**src/design/arfdp_pkg.sv**
```systemverilog
// Shared types and constants of the audio ring FIFO drift packetizer.
package arfdp_pkg;

  localparam int RING_FRAMES_DEF    = 8192;
  localparam int NOMINAL_FRAMES_DEF = 48;

  localparam int SAMPLE_W     = 16;
  localparam int TARGET_W     = 14;
  localparam int MARGIN_W     = 13;
  localparam int FRAMES_W     = 7;   // holds a packet size up to 127
  localparam int PKT_FRAMES_W = 6;   // packet_frames as carried on the output
  localparam int OP_W         = 3;
  localparam int KIND_W       = 2;
  localparam int IN_DATA_W    = 32;
  localparam int OUT_DATA_W   = 40;

  localparam logic [TARGET_W-1:0] TARGET_RESET = 14'd1024;
  localparam logic [MARGIN_W-1:0] MARGIN_RESET = 13'd128;

  // Configuration register indexes
  localparam logic REG_TARGET_FILL  = 1'b0;
  localparam logic REG_DRIFT_MARGIN = 1'b1;

  typedef enum logic [OP_W-1:0] {
    OP_PUSH      = 3'd0,
    OP_POP       = 3'd1,
    OP_SILENCE   = 3'd2,
    OP_RESET     = 3'd3,
    OP_CLEAR_SEQ = 3'd4
  } opcode_t;

  typedef enum logic [KIND_W-1:0] {
    KIND_DATA      = 2'd0,
    KIND_REQUESTED = 2'd1,
    KIND_REBUFFER  = 2'd2,
    KIND_UNDERRUN  = 2'd3
  } kind_t;

  typedef struct packed {
    logic [SAMPLE_W-1:0] right;
    logic [SAMPLE_W-1:0] left;
  } frame_t;

  // Travels with each issued frame slot from the sequencer to the output queue
  typedef struct packed {
    logic                    silent;
    logic                    last;
    logic [PKT_FRAMES_W-1:0] frames;
    kind_t                   kind;
  } frame_tag_t;

endpackage

```
**src/design/arfdp_out_queue.sv**
```systemverilog
// Two-entry output queue that takes RAM read data and grants issue credit.
module arfdp_out_queue (
  input  logic                                  clk,
  input  logic                                  rst,
  input  logic                                  issue,
  input  arfdp_pkg::frame_tag_t                 issue_tag,
  input  arfdp_pkg::frame_t                     rd_data,
  output logic                                  can_issue,
  output logic                                  m_tvalid,
  input  logic                                  m_tready,
  output logic [arfdp_pkg::OUT_DATA_W-1:0]      m_tdata,   // left_out, right_out, packet_frames
  output logic [arfdp_pkg::KIND_W-1:0]          m_tuser,   // packet_kind
  output logic                                  m_tlast
);
  import arfdp_pkg::*;

  frame_t     data_q [2];
  frame_tag_t tag_q  [2];
  frame_tag_t fly_tag;
  logic       rd_pending;
  logic       head;
  logic [1:0] cnt;
  logic       take;
  logic [2:0] room_used;
  frame_t     fill_data;

  assign take      = m_tvalid && m_tready;
  assign room_used = 3'({1'b0, cnt}) + 3'(rd_pending) - 3'(take);
  assign can_issue = room_used < 3'd2;
  assign fill_data = fly_tag.silent ? '0 : rd_data;

  always_ff @(posedge clk) begin
    if (rst) begin
      rd_pending <= 1'b0;
      head       <= 1'b0;
      cnt        <= '0;
    end else begin
      rd_pending <= issue;
      if (take) begin
        head <= ~head;
      end
      cnt <= 2'(room_used);
    end
    if (issue) begin
      fly_tag <= issue_tag;
    end
    // RAM data lands in the cycle after issue; slot follows the current tail
    if (rd_pending) begin
      data_q[head ^ cnt[0]] <= fill_data;
      tag_q[head ^ cnt[0]]  <= fly_tag;
    end
  end

  assign m_tvalid = cnt != 2'd0;
  assign m_tdata  = {2'b00, tag_q[head].frames, data_q[head].right, data_q[head].left};
  assign m_tuser  = tag_q[head].kind;
  assign m_tlast  = tag_q[head].last;

endmodule

```
**config.mk**
```make
export PLATFORM = sky130hd
export DESIGN_NAME = arfdp_out_queue
export DESIGN_NICKNAME = d
export VERILOG_FILES = /design/src/design/arfdp_pkg.sv /design/src/design/arfdp_out_queue.sv
export SDC_FILE = /design/constraint.sdc
export NUM_CORES = 1
export LEC_CHECK = 0
export BUFFER_PORTS_ARGS = -buffer_cell sky130_fd_sc_hd__buf_2
export CAP_MARGIN = 40
export CORE_AREA = 8 8 103 105
export DETAILED_ROUTE_END_ITERATION = 12
export DIE_AREA = 0 0 111 113
export HOLD_SLACK_MARGIN = 0.02
export PLACE_DENSITY = 0.7
export SYNTH_ARGS = -nofsm -noshare
export SYNTH_HDL_FRONTEND = slang
export SYNTH_SLANG_ARGS = --single-unit
```
**constraint.sdc**
```tcl
create_clock -name clk -period 2.65 [get_ports clk]
set_clock_uncertainty 0.05 [all_clocks]
set_input_delay 0.53 -clock clk [delete_from_list [all_inputs] [get_ports clk]]
set_output_delay 0.53 -clock clk [all_outputs]
set_load 0.03 [all_outputs]
```
After elaboration in Yosys (flattened, before gate mapping)

Memories as Yosys holds them, arrays and structs flattened. A register that Yosys moved wholly into a read port is not among the register bits.
Index checks and enable logic that the tools add are counted.

Logic and storage cells: 23
Output and inout port bits: 45
Bits of input ports: 46
Memory bits (writable): 84
Register bits after elaboration: 14
Memories kept: 2

Bitwise logic cells: 2
$lt $le $gt $ge: 1
Multiplexer cells: 7
Reductions and logical operators: 2
Add/subtract/negate cells: 2

Memory list:

| memory | depth | bits a word | rd ports | clocked after memory_dff | wr ports | RTL line              | source |
|---|---|---|---|---|---|---|---|
| data_q | 2     | 32          | 1        | 1                        | 1        | arfdp_out_queue.sv:17 | `frame_t data_q [2];` |
| tag_q  | 2     | 10          | 1        | 1                        | 1        | arfdp_out_queue.sv:18 | `frame_tag_t tag_q [2];` |

Operators by type and width:

| cell               | count |
|---|---|
| $mux 32            | 1 |
| $mux 1             | 6 |
| $add 2x1->3        | 1 |
| $lt 3x2->1 const B | 1 |
| $sub 3x1->3        | 1 |
| $reduce_bool 2->1  | 1 |
| $logic_and 1x1->1  | 1 |
| $not 1->1          | 1 |
| $xor 1x1->1        | 1 |

Longest topological paths before layout

Gate-level depths: netlist (run 1).

Depth after elaboration: 4
Depth in mapped cells: 7
Depth with buffers taken out: 7

Worst setup path after synthesis (run 1)

Ideal clock, no wire load.

Path kind: register to register
Start point: register head
End point: memory data_q[0][0] (netlist name), enable pin
Slack: -0.042 ns
Arrival: 2.203 ns
Cell stages (with the launch flop): 3
Library setup time: 0.439 ns
Cells stage by stage: dfxtp_1 -> xor2_1 -> nor2_1

Longest elaborated chain between the ends: 1

RTL lines:

| item                   | RTL line              | source |
|---|---|---|
| start, declared        | arfdp_out_queue.sv:21 | `logic head;` |
| start signal, assigned | arfdp_out_queue.sv:40 | `head <= ~head;` |
| $xor 1x1->1            | arfdp_out_queue.sv:49 | `data_q[head ^ cnt[0]] <= fill_data;` |
| end, declared          | arfdp_out_queue.sv:17 |  |

Every way passes these cells.

Worst setup path in the final report (run 1)

Start point: register cnt[0]
End point: output can_issue

Longest elaborated chain between the ends: 4
Elaborated cells between the ends (all ways): 5

RTL lines:

| item                   | RTL line              | source |
|---|---|---|
| start, declared        | arfdp_out_queue.sv:22 | `logic [1:0] cnt;` |
| start signal, assigned | arfdp_out_queue.sv:42 | `cnt <= 2'(room_used);` |
| $reduce_bool 2->1      | arfdp_out_queue.sv:54 | `assign m_tvalid = cnt != 2'd0;` |
| $logic_and 1x1->1      | arfdp_out_queue.sv:27 | `assign take = m_tvalid && m_tready;` |
| named net take         | arfdp_out_queue.sv:23 | `logic take;` |
| $sub 3x1->3            | arfdp_out_queue.sv:28 | `assign room_used = 3'({1'b0, cnt}) + 3'(rd_pending) - 3'(take);` |
| named net room_used[1] | arfdp_out_queue.sv:24 | `logic [2:0] room_used;` |
| $lt 3x2->1             | arfdp_out_queue.sv:29 | `assign can_issue = room_used < 3'd2;` |
| end, declared          | arfdp_out_queue.sv:8  | `output logic can_issue,` |

The timed path passes the listed nets, and every way through them passes these cells.

==> flow_summary.ini, run 1 <==
[run_status]
status = finished with violations
violations = negative setup slack

[setup_path]
worstSetupEndpoint = can_issue
crit_type = reg -> out
arrival_ps = 2110
timing.rr.start = cnt[0]$_SDFF_PP0_
startpoint_type = flop
critPathLaunch = cnt[0]$_SDFF_PP0_
r2r_cells = 6
timing.rr.end = cnt[1]$_SDFF_PP0_
crit_path_max_fanout = 3
setup.worst_path.end_class = primary output
critPathRequiredTime_ps = 2070
rrSetupSlack_ps = 790

[layout]
fin_nets = 351
antenna_cells = 0
register_area_um2 = 2870
multiInputGateArea_um2 = 996
fill_cells = 751
areaGrowthSynthToFinish_pct = 21.9
final_util = 0.534
final_layout_size_suffix_gt1_frac = 0.537

[sta]
setup_viol = 1
min_period_over_period = 1.02
fmax_mhz = 372
hold_ws_ps = 294
rsz0062_at_grt = yes
fin_crit_ps = 2690
final-max-slew-violation-count = 0
hold_viol_final = 0
finalWorstSetupSlack_ps = -41.3

[yosys]
yosysMostFrequentCell = edfxtp_1
syn_area_um2 = 3930
synth_cells = 203
yosys_register_bits = 97
synth_area_leader_cell = edfxtp_1
synth.area.top_cells = edfxtp_1 (70%), mux2_4 (15%), nor2b_1 (4.3%)
synth_area_per_cell_um2 = 19.4
seq_area_frac_synth = 0.728
synthTopCellsByCount = edfxtp_1 (92), mux2_4 (40), nor2b_1 (27), and2b_1 (9)
synth_top_area_share = 0.703
synth_edf_count = 92
synth_cell_types = 19
ys.flop_type = edfxtp_1
async_flop_share = 0
synth_warnings = 0

[placed_design]
hpwl_um = 4560
io_buffers = 88
routabilityCongestion = 0.644

[power]
peakVddDrop_mv = 0.784
p_clk_frac = 0.206
leakage_uw = 0.00189
seq_power_share = 0.436
internal_power_uw = 3150
switchingPower_uw = 1590
switching_share = 0.336
pwr_density_cell_nw_per_um2 = 988
combPwrFrac = 0.358

[clocking]
cts_sinks = 97
ctsHoldBuffers = 0
clock_latency_ps = 350
cts-root-buf = clkbuf_8
numCtsBuffers = 9
cts_tree = done
path_clk_slew_ps = 100
cts.path.max_buffers = 2
htreeDepth = 3

[global_routing]
first_global_vias = 2263
grt_busiest_layer = met2
use_met2 = 0.194
use_met1 = 0.114
globalRouteOverflowTotal = 0
grt_util_all_layers = 0.111
grt_max_degree = 42
grt_use_met3 = 0.0471
grt_pass1_wl_um = 11000
antenna_found_initial = 1

[route]
viasPerCell = 4.72
ant_nets = 0
wirelength_um = 6800
drc = 0
drt_iter0_drc = 49
wl_per_cell_um = 16.3
dr.pass1.iters = 4
num_vias = 1972

[die]
die-height_um = 113
die-area_um2 = 12500
die_w_um = 111
io_pins = 91
start_util = 0.438
core_um2 = 8980
fp-row-count = 35

[run]
cap_violations = 0

[min_path]
hold_path_class = in -> reg
metrics by stage:
stage          setup TNS [ps]  setup slack [ps]  power [uW]  cells  instance area [um^2]
6_report                -41.3             -41.3        4740    418                  4790
3_5_place_dp                0              5.79        3720    398                  4530
5_1_grt                  -151              -151        4990    418                  4790
2_1_floorplan               0              43.6        3310    204                  3940
4_1_cts                 -38.0             -38.0        4740    417                  4770
3_3_place_gp                0              49.3        3690    398                  4530
worst min path at each step:
stage | start | depth (start not counted) | slack (ps) | endpoint
2_1_floorplan | fly_tag[0]$_DFFE_PP_ | 0 | 370 | tag_q[0][0]$_DFFE_PP_
3_3_place_gp | fly_tag[3]$_DFFE_PP_ | 0 | 370 | tag_q[0][3]$_DFFE_PP_
3_5_place_dp | fly_tag[6]$_DFFE_PP_ | 0 | 380 | tag_q[1][6]$_DFFE_PP_
4_1_cts | issue_tag[5] | 1 | 270 | fly_tag[5]$_DFFE_PP_
5_1_grt | issue_tag[2] | 1 | 260 | fly_tag[2]$_DFFE_PP_
6_report | issue_tag[2] | 1 | 290 | fly_tag[2]$_DFFE_PP_
sequential cells by signal, indices dropped and copies added, names as in the netlist, named ones only:
register	flops
data_q	64
tag_q	18
fly_tag	10
cnt	2
head	1
rd_pending	1
metal layers:
metal,share of wire,vias up
met5,0.0024,-
met4,0.016,2
met3,0.072,12
met2,0.53,57
met1,0.38,964
li1,-,937
logic make-up (layout without fill, tap and decap cells):
logic type,after synthesis,after routing,share of synthesized area
mux,43,43,0.161
flops,97,97,0.728
simple gates,41,41,0.0656
compound gates,1,1,0.00191
fa+ha+maj,3,3,0.0115
buf+inv,15,118,0.0258
other cells,1,2,0.000954
xor+xnor,2,2,0.00446
layout by cell type, fill, tap and decap left out:
cell type   Yosys  layout
and2_2          0       1
and2b_1         9       9
buf_12          0       4
buf_2           0      87
buf_4           2       5
buf_6           5       1
bufinv_16       0       1
clkbuf_8        0       9
clkinv_4        0       2
clkinvlp_4      0       1
conb_1          1       2
dfxtp_1         5       2
dfxtp_2         0       3
edfxtp_1       92      92
fa_2            0       1
ha_1            2       1
ha_4            0       1
inv_1           5       4
inv_2           0       1
inv_6           0       2
inv_8           0       1
mux2_2          3       3
mux2_4         40      40
nand2_1         1       1
nor2_1          3       1
nor2_2          0       1
nor2_4          0       1
nor2b_1        27      27
o21a_1          1       1
xnor2_1         1       1
xor2_1          1       1
power groups by stage:
stage          registers (uW)  clock network, uW  logic (uW)
2_1_floorplan            2050                  0        1250
3_3_place_gp             2090                  0        1600
3_5_place_dp             2110                  0        1610
4_1_cts                  2070               1010        1670
5_1_grt                  2090               1080        1810
6_report                 2070                974        1700
cell type report:
cell class	instances	share of cell area
Sequential cell	97	0.598
Clock inverter	7	0.0175
Inverter	5	0.00392
Tap cell	111	0.0290
Clock buffer	9	0.0258
Timing Repair Buffer	97	0.118
Multi-Input combinational cell	92	0.208
worst max-delay path, cell delays in order, from the launching register on:
cell	delay (ps)
dfxtp_2	340
o21a_1	200
ha_1	300
inv_2	70
ha_4	130
fa_2	450
nor2_2	140
buf_6	140
what timing repair did:
action	in CTS	in global routing
endpoints found under the setup margin	1	1
pin swaps	2	3
resized for setup	5	4
setup buffers	3	1
Power figures use the tool's default switching activity.
==> run 2, diff against run 1 <==
--- a/config.mk
+++ b/config.mk
@@ -8,6 +8,7 @@
 export BUFFER_PORTS_ARGS = -buffer_cell sky130_fd_sc_hd__buf_2
 export CAP_MARGIN = 40
 export CORE_AREA = 8 8 103 105
+export CTS_BUF_LIST = sky130_fd_sc_hd__clkbuf_8
 export DETAILED_ROUTE_END_ITERATION = 12
 export DIE_AREA = 0 0 111 113
 export HOLD_SLACK_MARGIN = 0.02
==> constraint.sdc (replaced) <==
create_clock -name clk -period 2.65 [get_ports clk]
set_clock_uncertainty 0.05 [all_clocks]
set_input_delay 0.265 -clock clk [delete_from_list [all_inputs] [get_ports clk]]
set_output_delay 0.265 -clock clk [all_outputs]
set_load 0.03 [all_outputs]
==> run 2 against run 1 <==
Compared with the run above: the run now ends clean; register-to-register slack hardly changed; hold slack lost 220 ps; core utilization is 0.60 points higher; first-iteration DRC count shrank 8.2%; clock power is 12% higher; worst setup slack better by 150 ps.
==> flow_summary.ini, run 2 (same netlist as run 1, synthesis figures left out) <==
[setup_path]
crit_type = reg -> out
cp_cell_sequence = o21a_1 > ha_1 > inv_1 > ha_1 > fa_1 > xnor2_1 > nor2_1 > buf_4
worst_path_max_delay_cell = fa_1
critPathRequiredTime_ps = 2340
crit_path_max_fanout = 3
startpoint_type = flop
crit_buf_inv = 2
critPathMostFrequentCell = ha_1
crit_path_max_incr_delay_ps = 380
setup.worst_path.end_class = primary output
arrival_ps = 2220
crit_family = adder cells

[die]
die-area_um2 = 12500
die_w_um = 111
core_um2 = 8980
start_util = 0.438
fp-row-count = 35
io_pins = 91
die-height_um = 113

[sta]
setup_viol = 0
slew_headroom = 0.577
final-max-slew-violation-count = 0
worst_pin_slew_ps = 633
fmax_mhz = 394
tns_ps = 0
min_period_over_period = 0.958
hold_viol_final = 0
fin_crit_ps = 2540

[clocking]
htreeDepth = 3
cts.path.max_buffers = 2
cts_tree = done
cts-root-buf = clkbuf_8
cts_sinks = 97
clock_latency_ps = 350
path_clk_slew_ps = 90
numCtsBuffers = 9

[placed_design]
dp.cells = 397
hpwl_um = 4640
io_buffers = 88
routabilityCongestion = 0.655

[route]
ant_nets = 0
drt_iter0_drc = 45
num_vias = 1958
wirelength_um = 6760
drc = 0
dr.pass1.iters = 4
wl_per_cell_um = 16.0
viasPerCell = 4.63

[run_status]
status = finished, final reports clean

[global_routing]
grt_pass1_wl_um = 10300
antenna_found_initial = 1
grt_util_all_layers = 0.104
globalRouteOverflowTotal = 0
grt_max_degree = 42
first_global_vias = 2151

[layout]
final_common_cell = edfxtp_1
fill_cells = 719
instances_no_fill = 423
antenna_cells = 0
largest_reg_flops = 64
final_layout_size_suffix_gt1_frac = 0.494
final_cell_mix = edfxtp_1 (92), buf_2 (87), mux2_4 (40)
areaGrowthSynthToFinish_pct = 23.3
fin_nets = 356

[power]
internal_power_uw = 3180
p_clk_frac = 0.229
pwr_density_cell_nw_per_um2 = 980
switching_share = 0.331
power.total_uw = 4750
peakVddDrop_mv = 0.817
combPwrFrac = 0.342
switchingPower_uw = 1570
leakage_uw = 0.00192
seq_power_share = 0.429

[run]
cap_violations = 0

[min_path]
hold_path_class = in -> reg
[run 2: changes by cell type in the layout (fill, tap and decap cells not counted), sizes merged]
cell,change
bufinv,+1
clkinvlp,-1
buf,-5
dlygate4sd3,+10
[run 2: repair_timing]
action,in CTS,in global routing
endpoints found under the setup margin,0,1
hold buffers,8,2
endpoints found under the hold margin,8,2
setup buffers,0,0
resized for setup,0,2
[run 2: worst paths after layout]
path	start	to	slack [ps]	cells past startpoint
worst max-delay path	cnt[1]$_SDFF_PP0_	can_issue	110	8
worst min-delay path	rst	cnt[0]$_SDFF_PP0_	70	2
worst max register to register	cnt[1]$_SDFF_PP0_	cnt[1]$_SDFF_PP0_	800	6
worst min register to register	fly_tag[8]$_DFFE_PP_	tag_q[1][8]$_DFFE_PP_	400	0
[run 2: power by group through the flow]
stage / Clock, uW / Combinational (uW) / Sequential [uW]
after floorplan: 0 / 1250 / 2050
after global placement: 0 / 1610 / 2060
after detailed placement: 0 / 1630 / 2080
after CTS: 1110 / 1640 / 2040
after global routing: 1170 / 1730 / 2060
final: 1090 / 1620 / 2040
[run 2: cell type report]
type / instances / area, um^2 / area share
well taps: 111 / 139 / 0.0287
inverters: 5 / 18.8 / 0.00387
clock buffers: 9 / 124 / 0.0256
clock inverters: 7 / 111 / 0.0230
repair buffers: 102 / 611 / 0.126
multi-input cells: 92 / 978 / 0.202
flip-flops and latches: 97 / 2860 / 0.591
[run 2: through the flow]
stage	util	setup WS [ps]	hold WS, ps	instance area (um^2)
4_1_cts	0.537	67.1	24.1	4820
5_1_grt	0.540	-5.76	57.7	4850
2_1_floorplan	-	435	287	3940
3_3_place_gp	0.502	532	372	4510
3_5_place_dp	0.502	482	381	4510
6_report	0.540	112	73.7	4850
[run 2: routing by layer]
layer	wire (um)	global-route usage	up-vias
met4	70	0.0324	2
met2	3530	0.183	55
met1	2640	0.105	950
met3	501	0.0540	8
li1	-	-	943
met5	12	0	-
