$ cat src/design/arfdp_pkg.sv
// Shared types and constants of the audio ring FIFO drift packetizer.
package arfdp_pkg;

  localparam int RING_FRAMES_DEF    = 8192;
  localparam int NOMINAL_FRAMES_DEF = 48;

  localparam int SAMPLE_W     = 16;
  localparam int TARGET_W     = 14;
  localparam int MARGIN_W     = 13;
  localparam int FRAMES_W     = 7;   // holds a packet size up to 127
  localparam int PKT_FRAMES_W = 6;   // packet_frames as carried on the output
  localparam int OP_W         = 3;
  localparam int KIND_W       = 2;
  localparam int IN_DATA_W    = 32;
  localparam int OUT_DATA_W   = 40;

  localparam logic [TARGET_W-1:0] TARGET_RESET = 14'd1024;
  localparam logic [MARGIN_W-1:0] MARGIN_RESET = 13'd128;

  // Configuration register indexes
  localparam logic REG_TARGET_FILL  = 1'b0;
  localparam logic REG_DRIFT_MARGIN = 1'b1;

  typedef enum logic [OP_W-1:0] {
    OP_PUSH      = 3'd0,
    OP_POP       = 3'd1,
    OP_SILENCE   = 3'd2,
    OP_RESET     = 3'd3,
    OP_CLEAR_SEQ = 3'd4
  } opcode_t;

  typedef enum logic [KIND_W-1:0] {
    KIND_DATA      = 2'd0,
    KIND_REQUESTED = 2'd1,
    KIND_REBUFFER  = 2'd2,
    KIND_UNDERRUN  = 2'd3
  } kind_t;

  typedef struct packed {
    logic [SAMPLE_W-1:0] right;
    logic [SAMPLE_W-1:0] left;
  } frame_t;

  // Travels with each issued frame slot from the sequencer to the output queue
  typedef struct packed {
    logic                    silent;
    logic                    last;
    logic [PKT_FRAMES_W-1:0] frames;
    kind_t                   kind;
  } frame_tag_t;

endpackage

$ cat src/design/arfdp_ctrl.sv
// Ring counters, packet planning and the frame read sequencer.
module arfdp_ctrl #(
  parameter int RING_FRAMES    = arfdp_pkg::RING_FRAMES_DEF,
  parameter int NOMINAL_FRAMES = arfdp_pkg::NOMINAL_FRAMES_DEF
) (
  input  logic                                clk,
  input  logic                                rst,
  input  logic                                s_tvalid,
  output logic                                s_tready,
  input  logic [arfdp_pkg::OP_W-1:0]          s_tuser,
  input  logic [arfdp_pkg::IN_DATA_W-1:0]     s_tdata,
  input  logic                                cfg_valid,
  input  logic                                cfg_index,
  input  logic [arfdp_pkg::TARGET_W-1:0]      cfg_data,
  output logic                                mem_we,
  output logic [$clog2(RING_FRAMES)-1:0]      mem_waddr,
  output arfdp_pkg::frame_t                   mem_wdata,
  output logic                                mem_re,
  output logic [$clog2(RING_FRAMES)-1:0]      mem_raddr,
  input  logic                                can_issue,
  output logic                                issue,
  output arfdp_pkg::frame_tag_t               issue_tag
);
  import arfdp_pkg::*;

  localparam int ADDR_W = $clog2(RING_FRAMES);
  localparam int CNT_W  = $clog2(2 * RING_FRAMES);
  localparam int CMP_W  = ((CNT_W > TARGET_W + 1) ? CNT_W : TARGET_W + 1) + 1;
  localparam logic [CNT_W-1:0]    RING_C   = CNT_W'(RING_FRAMES);
  localparam logic [CNT_W-1:0]    CNT_MAX  = CNT_W'(2 * RING_FRAMES - 1);
  localparam logic [CNT_W:0]      TWO_RING = (CNT_W + 1)'(2 * RING_FRAMES);
  localparam logic [ADDR_W-1:0]   ADDR_MAX = ADDR_W'(RING_FRAMES - 1);
  localparam logic [FRAMES_W-1:0] NOM      = FRAMES_W'(NOMINAL_FRAMES);

  typedef enum logic [1:0] {ST_IDLE, ST_PLAN, ST_EMIT} state_t;

  function automatic logic [CNT_W-1:0] cnt_inc(input logic [CNT_W-1:0] c);
    return (c == CNT_MAX) ? '0 : c + 1'b1;
  endfunction

  function automatic logic [CNT_W-1:0] cnt_add(input logic [CNT_W-1:0] c,
                                               input logic [FRAMES_W-1:0] n);
    logic [CNT_W:0] s;
    s = {1'b0, c} + (CNT_W + 1)'(n);
    if (s >= TWO_RING) begin
      s = s - TWO_RING;
    end
    return s[CNT_W-1:0];
  endfunction

  function automatic logic [CNT_W-1:0] cnt_fill(input logic [CNT_W-1:0] w,
                                                input logic [CNT_W-1:0] r);
    logic [CNT_W:0] d;
    d = {1'b0, w} - {1'b0, r};
    if (w < r) begin
      d = d + TWO_RING;
    end
    return d[CNT_W-1:0];
  endfunction

  function automatic logic [ADDR_W-1:0] cnt_index(input logic [CNT_W-1:0] c);
    logic [CNT_W-1:0] v;
    v = (c >= RING_C) ? c - RING_C : c;
    return v[ADDR_W-1:0];
  endfunction

  state_t               state;
  logic [CNT_W-1:0]     read_count;
  logic [CNT_W-1:0]     write_count;
  logic                 rebuffering;
  logic                 packet_parity;
  logic [TARGET_W-1:0]  target_fill;
  logic [MARGIN_W-1:0]  drift_margin;
  logic [CNT_W-1:0]     used_q;
  logic                 corrupt_q;
  logic [ADDR_W-1:0]    rd_addr;
  logic [FRAMES_W-1:0]  remaining;
  logic [FRAMES_W-1:0]  frames_q;
  kind_t                kind_q;
  logic                 silent_q;

  logic [CNT_W-1:0]     used_now;
  logic                 corrupt_now;
  logic                 accept;
  opcode_t              op;
  logic [CMP_W-1:0]     used_c;
  logic [CMP_W-1:0]     target_c;
  logic [CMP_W-1:0]     margin_c;
  logic                 rb_now;
  logic                 stay_rebuf;
  logic                 grow;
  logic                 shrink;
  logic [FRAMES_W-1:0]  size;
  logic                 underrun;

  assign used_now    = cnt_fill(write_count, read_count);
  assign corrupt_now = used_now > RING_C;
  assign s_tready    = state == ST_IDLE;
  assign accept      = s_tvalid && s_tready;
  assign op          = opcode_t'(s_tuser);

  // Pushes write in the accept cycle
  assign mem_we    = accept && (op == OP_PUSH);
  assign mem_waddr = cnt_index(write_count);
  assign mem_wdata = s_tdata;

  // Packet planning from the fill captured at accept
  always_comb begin
    used_c     = corrupt_q ? '0 : CMP_W'(used_q);
    target_c   = CMP_W'(target_fill);
    margin_c   = CMP_W'(drift_margin);
    rb_now     = rebuffering || corrupt_q;
    stay_rebuf = rb_now && (used_c < target_c);
    grow       = !packet_parity && (used_c > target_c + margin_c);
    shrink     = !packet_parity && !grow && (used_c + margin_c < target_c);
    size       = grow ? NOM + 1'b1 : (shrink ? NOM - 1'b1 : NOM);
    underrun   = used_c < CMP_W'(size);
  end

  assign issue            = (state == ST_EMIT) && can_issue;
  assign mem_re           = issue && !silent_q;
  assign mem_raddr        = rd_addr;
  assign issue_tag.silent = silent_q;
  assign issue_tag.last   = remaining == FRAMES_W'(1);
  assign issue_tag.frames = frames_q[PKT_FRAMES_W-1:0];
  assign issue_tag.kind   = kind_q;

  always_ff @(posedge clk) begin
    if (rst) begin
      state         <= ST_IDLE;
      read_count    <= '0;
      write_count   <= '0;
      rebuffering   <= 1'b1;
      packet_parity <= 1'b0;
      target_fill   <= TARGET_RESET;
      drift_margin  <= MARGIN_RESET;
    end else begin
      if (cfg_valid) begin
        if (cfg_index == REG_TARGET_FILL) begin
          target_fill <= cfg_data;
        end else begin
          drift_margin <= cfg_data[MARGIN_W-1:0];
        end
      end
      unique case (state)
        ST_IDLE: begin
          if (accept) begin
            unique case (op)
              OP_PUSH: begin
                if (corrupt_now) begin
                  read_count <= write_count;
                end else if (used_now == RING_C) begin
                  // drop the oldest frame
                  read_count <= cnt_inc(read_count);
                end
                write_count <= cnt_inc(write_count);
              end
              OP_POP: begin
                used_q    <= used_now;
                corrupt_q <= corrupt_now;
                state     <= ST_PLAN;
              end
              OP_SILENCE: begin
                silent_q  <= 1'b1;
                kind_q    <= KIND_REQUESTED;
                frames_q  <= NOM;
                remaining <= NOM;
                state     <= ST_EMIT;
              end
              OP_RESET: begin
                read_count  <= '0;
                write_count <= '0;
                rebuffering <= 1'b1;
              end
              OP_CLEAR_SEQ: begin
                packet_parity <= 1'b0;
              end
              default: begin
              end
            endcase
          end
        end
        ST_PLAN: begin
          state <= ST_EMIT;
          if (stay_rebuf) begin
            kind_q      <= KIND_REBUFFER;
            silent_q    <= 1'b1;
            remaining   <= NOM;
            frames_q    <= NOM;
            rebuffering <= 1'b1;
            if (corrupt_q) begin
              read_count <= write_count;
            end
          end else begin
            packet_parity <= ~packet_parity;
            if (underrun) begin
              kind_q      <= KIND_UNDERRUN;
              silent_q    <= 1'b1;
              remaining   <= NOM;
              frames_q    <= NOM;
              rebuffering <= 1'b1;
              if (corrupt_q) begin
                read_count <= write_count;
              end
            end else begin
              kind_q      <= KIND_DATA;
              silent_q    <= 1'b0;
              rebuffering <= 1'b0;
              remaining   <= size;
              frames_q    <= size;
              rd_addr     <= cnt_index(read_count);
              read_count  <= cnt_add(read_count, size);
            end
          end
        end
        ST_EMIT: begin
          if (can_issue) begin
            remaining <= remaining - 1'b1;
            rd_addr   <= (rd_addr == ADDR_MAX) ? '0 : rd_addr + 1'b1;
            if (remaining == FRAMES_W'(1)) begin
              state <= ST_IDLE;
            end
          end
        end
        default: begin
          state <= ST_IDLE;
        end
      endcase
    end
  end

endmodule

$ cat config.mk
export PLATFORM = sky130hd
export DESIGN_NAME = arfdp_ctrl
export DESIGN_NICKNAME = d
export VERILOG_FILES = /design/src/design/arfdp_pkg.sv /design/src/design/arfdp_ctrl.sv
export SDC_FILE = /design/constraint.sdc
export NUM_CORES = 1
export LEC_CHECK = 0
export BUFFER_PORTS_ARGS = -buffer_cell sky130_fd_sc_hd__buf_2
export CORE_ASPECT_RATIO = 1.2
export CORE_UTILIZATION = 29
export DETAILED_ROUTE_END_ITERATION = 7
export GPL_TIMING_DRIVEN = 0
export PLACE_DENSITY_LB_ADDON = 0.3
export SYNTH_ARGS = -nofsm -noshare
export SYNTH_HDL_FRONTEND = slang
export SYNTH_SLANG_ARGS = --single-unit
$ cat constraint.sdc
create_clock -name clk -period 15.25 [get_ports clk]
set_clock_uncertainty 0.2 [all_clocks]
set_input_delay 1.525 -clock clk [delete_from_list [all_inputs] [get_ports clk]]
set_output_delay 1.525 -clock clk [all_outputs]
set_load 0.02 [all_outputs]
Word level (Yosys, flattened, before mapping)
Cells that the tools add are included.
W data, S select, Z words.
{"block": "word_totals", "ff_bits": 103, "in_bits": 55, "output_inout_bits": 72, "word_cells": 141}
{"block": "classes", "n_addsub": 12, "order_cmp": 9, "n_eq_ne": 22, "mux": 52, "bitwise": 3, "n_reduce_logical": 29}
{"operator": "$mux W14", "count": 11}
{"operator": "$pmux W14 S2", "count": 3}
{"operator": "$mux W13", "count": 6}
{"operator": "$add A14 B1 Y14 const B", "count": 3}
{"operator": "$eq A14 B14 Y1 const B", "count": 3}
{"operator": "$add A14 B13 Y15", "count": 2}
{"operator": "$ge A14 B14 Y1 const B", "count": 2}
{"operator": "$lt A14 B14 Y1", "count": 2}
{"operator": "$pmux W13 S2", "count": 1}
{"operator": "$sub A13 B1 Y13 const B", "count": 2}
{"operator": "$mux W7", "count": 3}
{"operator": "$pmux W7 S3", "count": 1}
{"operator": "$mux W5", "count": 4}
{"operator": "$reduce_and A4 Y1", "count": 5}
{"operator": "$add A14 B6 Y15", "count": 1}
{"operator": "$ge A15 B15 Y1 const B", "count": 1}
{"operator": "$gt A14 B15 Y1", "count": 1}
{"operator": "$lt A15 B14 Y1", "count": 1}
{"operator": "$gt A14 B14 Y1 const B", "count": 1}
{"operator": "$lt A14 B6 Y1", "count": 1}
{"operator": "$mux W2", "count": 7}
{"operator": "$sub A14 B1 Y14 const B", "count": 1}
{"operator": "$sub A14 B14 Y14", "count": 1}
{"operator": "$add A13 B1 Y13 const B", "count": 1}
{"operator": "other kinds (28)", "count": 63}

Longest topological paths before layout
{"block": "depth", "ltp_word": 14, "mapped_depth": 34, "mapped_depth_nobuf": 32}

Least setup slack after synthesis
Ideal clock, no wire load.
{"block": "synth_timing", "path_kind": "flip-flop to flip-flop", "start": "register corrupt_q", "end": "register rd_addr[0], in the netlist mem_raddr[0], enable pin", "setup_ps": 387, "t_arrival_ps": 6567, "t_required_ps": 14663, "path_slack_ps": 8096, "path_stages_with_launch": 28, "n_path_buf": 3, "period_less_slack_ps": 7154, "path_cell_list": "edfxtp_1 clkbuf_1 clkbuf_1 nor2b_1 ha_1 maj3_1 maj3_1 maj3_1 o211ai_1 a21oi_1 o21a_1 a21oi_1 xnor2_1 ha_1 nand3_1 nor2_1 o41ai_1 o211ai_1 or2_2 or2_2 ha_1 nand3_1 nor2_1 nand2_1 or4_1 o32a_1 clkbuf_1 a21oi_1"}
{"block": "synth_between", "elab_chain_len": 11, "word_cells_on_any_way": 17, "classes_between": "1 x add/sub; 4 x order compare; 2 x eq/ne; 3 x mux; 7 x reduce/logical"}
{"item": "start, declared", "line": "arfdp_ctrl.sv:75", "source": "logic corrupt_q;"}
{"item": "start signal, assigned", "line": "arfdp_ctrl.sv:160", "source": "corrupt_q <= corrupt_now;"}
{"item": "branches (longest 10 deep; another with $add A14 B13 Y15)"}
{"item": "$reduce_and A5 Y1 (no line) *"}
{"item": "end signal, assigned", "line": "arfdp_ctrl.sv:211", "source": "rd_addr <= cnt_index(read_count);"}
{"item": "end signal, assigned", "line": "arfdp_ctrl.sv:219", "source": "rd_addr <= (rd_addr == ADDR_MAX) ? '0 : rd_addr + 1'b1;"}
{"item": "end, declared", "line": "arfdp_ctrl.sv:76", "source": "logic [ADDR_W-1:0] rd_addr;"}
Every way passes the cells marked *.
A chain may end at the register's enable or synchronous reset.

Worst setup path in the final report
{"block": "layout_timing", "start": "register corrupt_q", "end": "register read_count[0]"}
{"block": "layout_between", "elab_chain_len": 14, "word_cells_on_any_way": 22, "classes_between": "3 x add/sub; 5 x order compare; 8 x mux; 6 x reduce/logical"}
{"item": "branches (longest 12 deep; another with $add A14 B13 Y15)"}
{"item": "$mux W14 *", "line": "arfdp_ctrl.sv:185", "source": "if (stay_rebuf) begin"}
{"item": "$pmux W14 S2 *", "line": "arfdp_ctrl.sv:145", "source": "unique case (state)"}
{"item": "end signal, assigned", "line": "arfdp_ctrl.sv:151", "source": "read_count <= write_count;"}
{"item": "end signal, assigned", "line": "arfdp_ctrl.sv:192", "source": "read_count <= write_count;"}
{"item": "end signal, assigned", "line": "arfdp_ctrl.sv:203", "source": "read_count <= write_count;"}
{"item": "end, declared", "line": "arfdp_ctrl.sv:68", "source": "logic [CNT_W-1:0] read_count;"}
Marks and branches as above.

==> impl_metrics.toml <==
[critical_path]
crit_type = "reg2reg"
worstPathRequired_ns = 15.27
end_kind = "flop"
reg2reg_from = "corrupt_q$_DFFE_PP_"
cp_slowest_stage_delay_ns = 0.93
start_kind = "flop"
arrival_ns = 8.70
cp_common_cell = "ha_1"
rrSetupSlack_ns = 6.57
rr_worst_depth = 31
slowest_stage = "o221ai_1"
cp_max_fo = 10
rr_endpoint = "read_count[0]$_SDFFE_PP0P_"

[routing]
wl_um = 25370
first_iter_violations = 442
routed_via_density = 5.078
drtAntennaViolNets = 0
first_pass_iters = 6
wire_per_inst_um = 16.38
drc = 0
num_vias = 7866

[timing]
finalSetupViolCount = 0
fmax_mhz = 115.2
hold_violations = 0
worst_pin_slew_ns = 1.206
period_minus_slack_ns = 8.678
rsz0062_at_grt = "false"
slew_violations = 0
fin_tns_setup_ns = 0
period_share = 0.5691
max_slew_margin = 0.1959

[synthesis]
synth_nets = 1197
yosysUniqueCellTypes = 76
syn_avg_cell_area_um2 = 8.283
synthTopCellsByArea = "edfxtp_1 14%, dfxtp_1 14%, ha_1 13%"
netlist_top_cells_count = "114 x nand2_1, 89 x ha_1, 83 x a21oi_1"
synth-seq-cells = 100
yosys_warnings = 0
syn_inst = 1050
synth_area_um2 = 8697
ys_seq_area_frac = 0.2774
synth_edf_count = 41
synth-main-ff-cell = "dfxtp_1"
synth_top_area_share = 0.1416
synth-async-reset-ratio = 0
yosysMostFrequentCell = "nand2_1"
synth_top_area_cell = "edfxtp_1"

[global_routing]
antenna_found_initial = 0
grt_max_degree = 17
grt.total_usage = 0.1648
overflow = 0
grt_pass1_wl_um = 39560
grt_pass1_vias = 7461

[cells_and_area]
fin_nets = 1301
fin_cells = 1549
drive_gt1_frac = 0.1605
layout-area-overhead-vs-synth_pct = 14.23
n_antenna_cell = 0

[floorplan]
dieArea_um2 = 30690
die-width_um = 160.1
pin_count = 127
die_h_um = 191.7
row_count = 69
initial_core_util = 0.2946
core_area_um2 = 29530

[pwr]
leakagePower_nw = 4.025
ir_worst_vdd_mv = 0.07503
power_density_nw_per_um2 = 120.2

[clock_network]
clk_pin_slew_ns = 0.08
root_buffer = "clkbuf_16"
cts_buffers = 9
clk_latency_ns = 0.37
clockBufferDepth = 2
cts_setup_buffers = 0
cts_tree = "done"
cts-resized-gates = 0
postCtsHoldBufs = 0
clkSinkCount = 100
h-tree-depth = 3

[run]
maxCapViolCount = 0

[status]
status = "finished clean"

[min_path]
hp-class = "reg2reg"
holdPathStages = 2
holdCritStartpoint = "target_fill[6]$_SDFFE_PP0P_"
min_to = "target_fill[6]$_SDFFE_PP0P_"

[placement]
gp_congestion = 0.8783
io_buffers = 92
place_inst = 1533
dpl.hpwl_um = 20090
## worst max-delay path, delay by kind of cell, from the launching register on
| family | cells | cell delay [ns] |
|---|---|---|
| buffers and inverters | 4 | 1.25 |
| adders and majority gates | 4 | 0.93 |
| DFF | 1 | 0.34 |
| and+or+nand+nor | 12 | 2.37 |
| xor gates and xnor gates | 1 | 0.14 |
| AOI/OAI and AO/OA | 10 | 3.29 |
## registers in the layout, indices dropped and copies added, names as in the netlist, 2 cells and up
| name | cells |
|---|---|
| drift_margin | 13 |
| frames_q | 3 |
| kind_q | 2 |
| mem_raddr | 13 |
| read_count | 14 |
| remaining | 7 |
| state | 2 |
| target_fill | 14 |
| used_q | 14 |
| write_count | 14 |
## per-layer routing
metal,part of all wire,GRT usage,up-vias
li1,-,-,3911
met5,0,0,-
met1,0.42,0.1915,3710
met3,0.045,0.02829,48
met2,0.50,0.2933,197
met4,0.037,0.07802,0
## how the worst max path moves through the flow
stage / start / to / slack (ns) / cells past startpoint
after floorplan: corrupt_q$_DFFE_PP_ / mem_raddr[0]$_DFFE_PP_ / 8.10 / 27
after global placement: corrupt_q$_DFFE_PP_ / mem_raddr[1]$_DFFE_PP_ / 6.51 / 30
after detailed placement: corrupt_q$_DFFE_PP_ / mem_raddr[1]$_DFFE_PP_ / 6.37 / 30
after CTS: corrupt_q$_DFFE_PP_ / mem_raddr[0]$_DFFE_PP_ / 6.31 / 30
after global routing: corrupt_q$_DFFE_PP_ / read_count[0]$_SDFFE_PP0P_ / 5.92 / 31
final: corrupt_q$_DFFE_PP_ / read_count[0]$_SDFFE_PP0P_ / 6.57 / 31
## cells in the final DEF (no fill, tap or decap), drive strengths merged, types with 41 or more instances in the layout
cell type  synthesis  routed
buf               54     147
nand2            114     114
ha                89      89
a21oi             83      83
nor2              81      81
inv               60      61
dfxtp             59      59
xnor2             58      58
clkbuf            33      44
edfxtp            41      41
## layout make-up
| type | instances | area [um2] |
|---|---|---|
| Timing Repair Buffer | 93 | 471.7 |
| Tap cell | 390 | 488.0 |
| Inverter | 60 | 225.2 |
| Fill cell | 3133 | 19590 |
| Buffer | 87 | 530.5 |
| Sequential cell | 100 | 2412 |
| Clock inverter | 5 | 36.28 |
| Multi-Input combinational cell | 803 | 5538 |
| Clock buffer | 11 | 232.7 |
## cells by family (layout without fill, tap and decap cells)
| kind of cell | count (synthesis) | count (layout) | synth area share |
|---|---|---|---|
| flip-flops | 100 | 100 | 0.2774 |
| adder cells (fa/ha/maj) | 95 | 95 | 0.1384 |
| XOR/XNOR | 84 | 84 | 0.08459 |
| AND/OR/NAND/NOR | 360 | 360 | 0.2054 |
| buffers and inverters | 147 | 256 | 0.08689 |
| multiplexers | 18 | 18 | 0.02215 |
| other | 1 | 1 | 0.0004312 |
| AO/OA/AOI/OAI | 245 | 245 | 0.1847 |
## where the power goes
group / total, W / leakage, nW / switching, W / internal, W
Sequential: 0.000364 / 0.854 / 0.0000299 / 0.000334
Clock: 0.000224 / 0.129 / 0.000113 / 0.000112
Combinational: 0.000606 / 3.04 / 0.000360 / 0.000246
## per-stage QoR
| step | util | area (um2) | total power [W] | setup slack [ns] | hold slack (ns) |
|---|---|---|---|---|---|
| floorplan | - | 8697 | 0.0008134 | 8.096 | 0.2536 |
| global placement | 0.3267 | 9646 | 0.0009615 | 6.506 | 0.2672 |
| detailed placement | 0.3272 | 9662 | 0.0009713 | 6.371 | 0.2815 |
| CTS | 0.3363 | 9931 | 0.001196 | 6.311 | 0.2897 |
| global route | 0.3365 | 9935 | 0.001269 | 5.921 | 0.3158 |
| finish | 0.3365 | 9935 | 0.001195 | 6.572 | 0.2849 |
No activity file was read; power rests on OpenSTA's default activity.
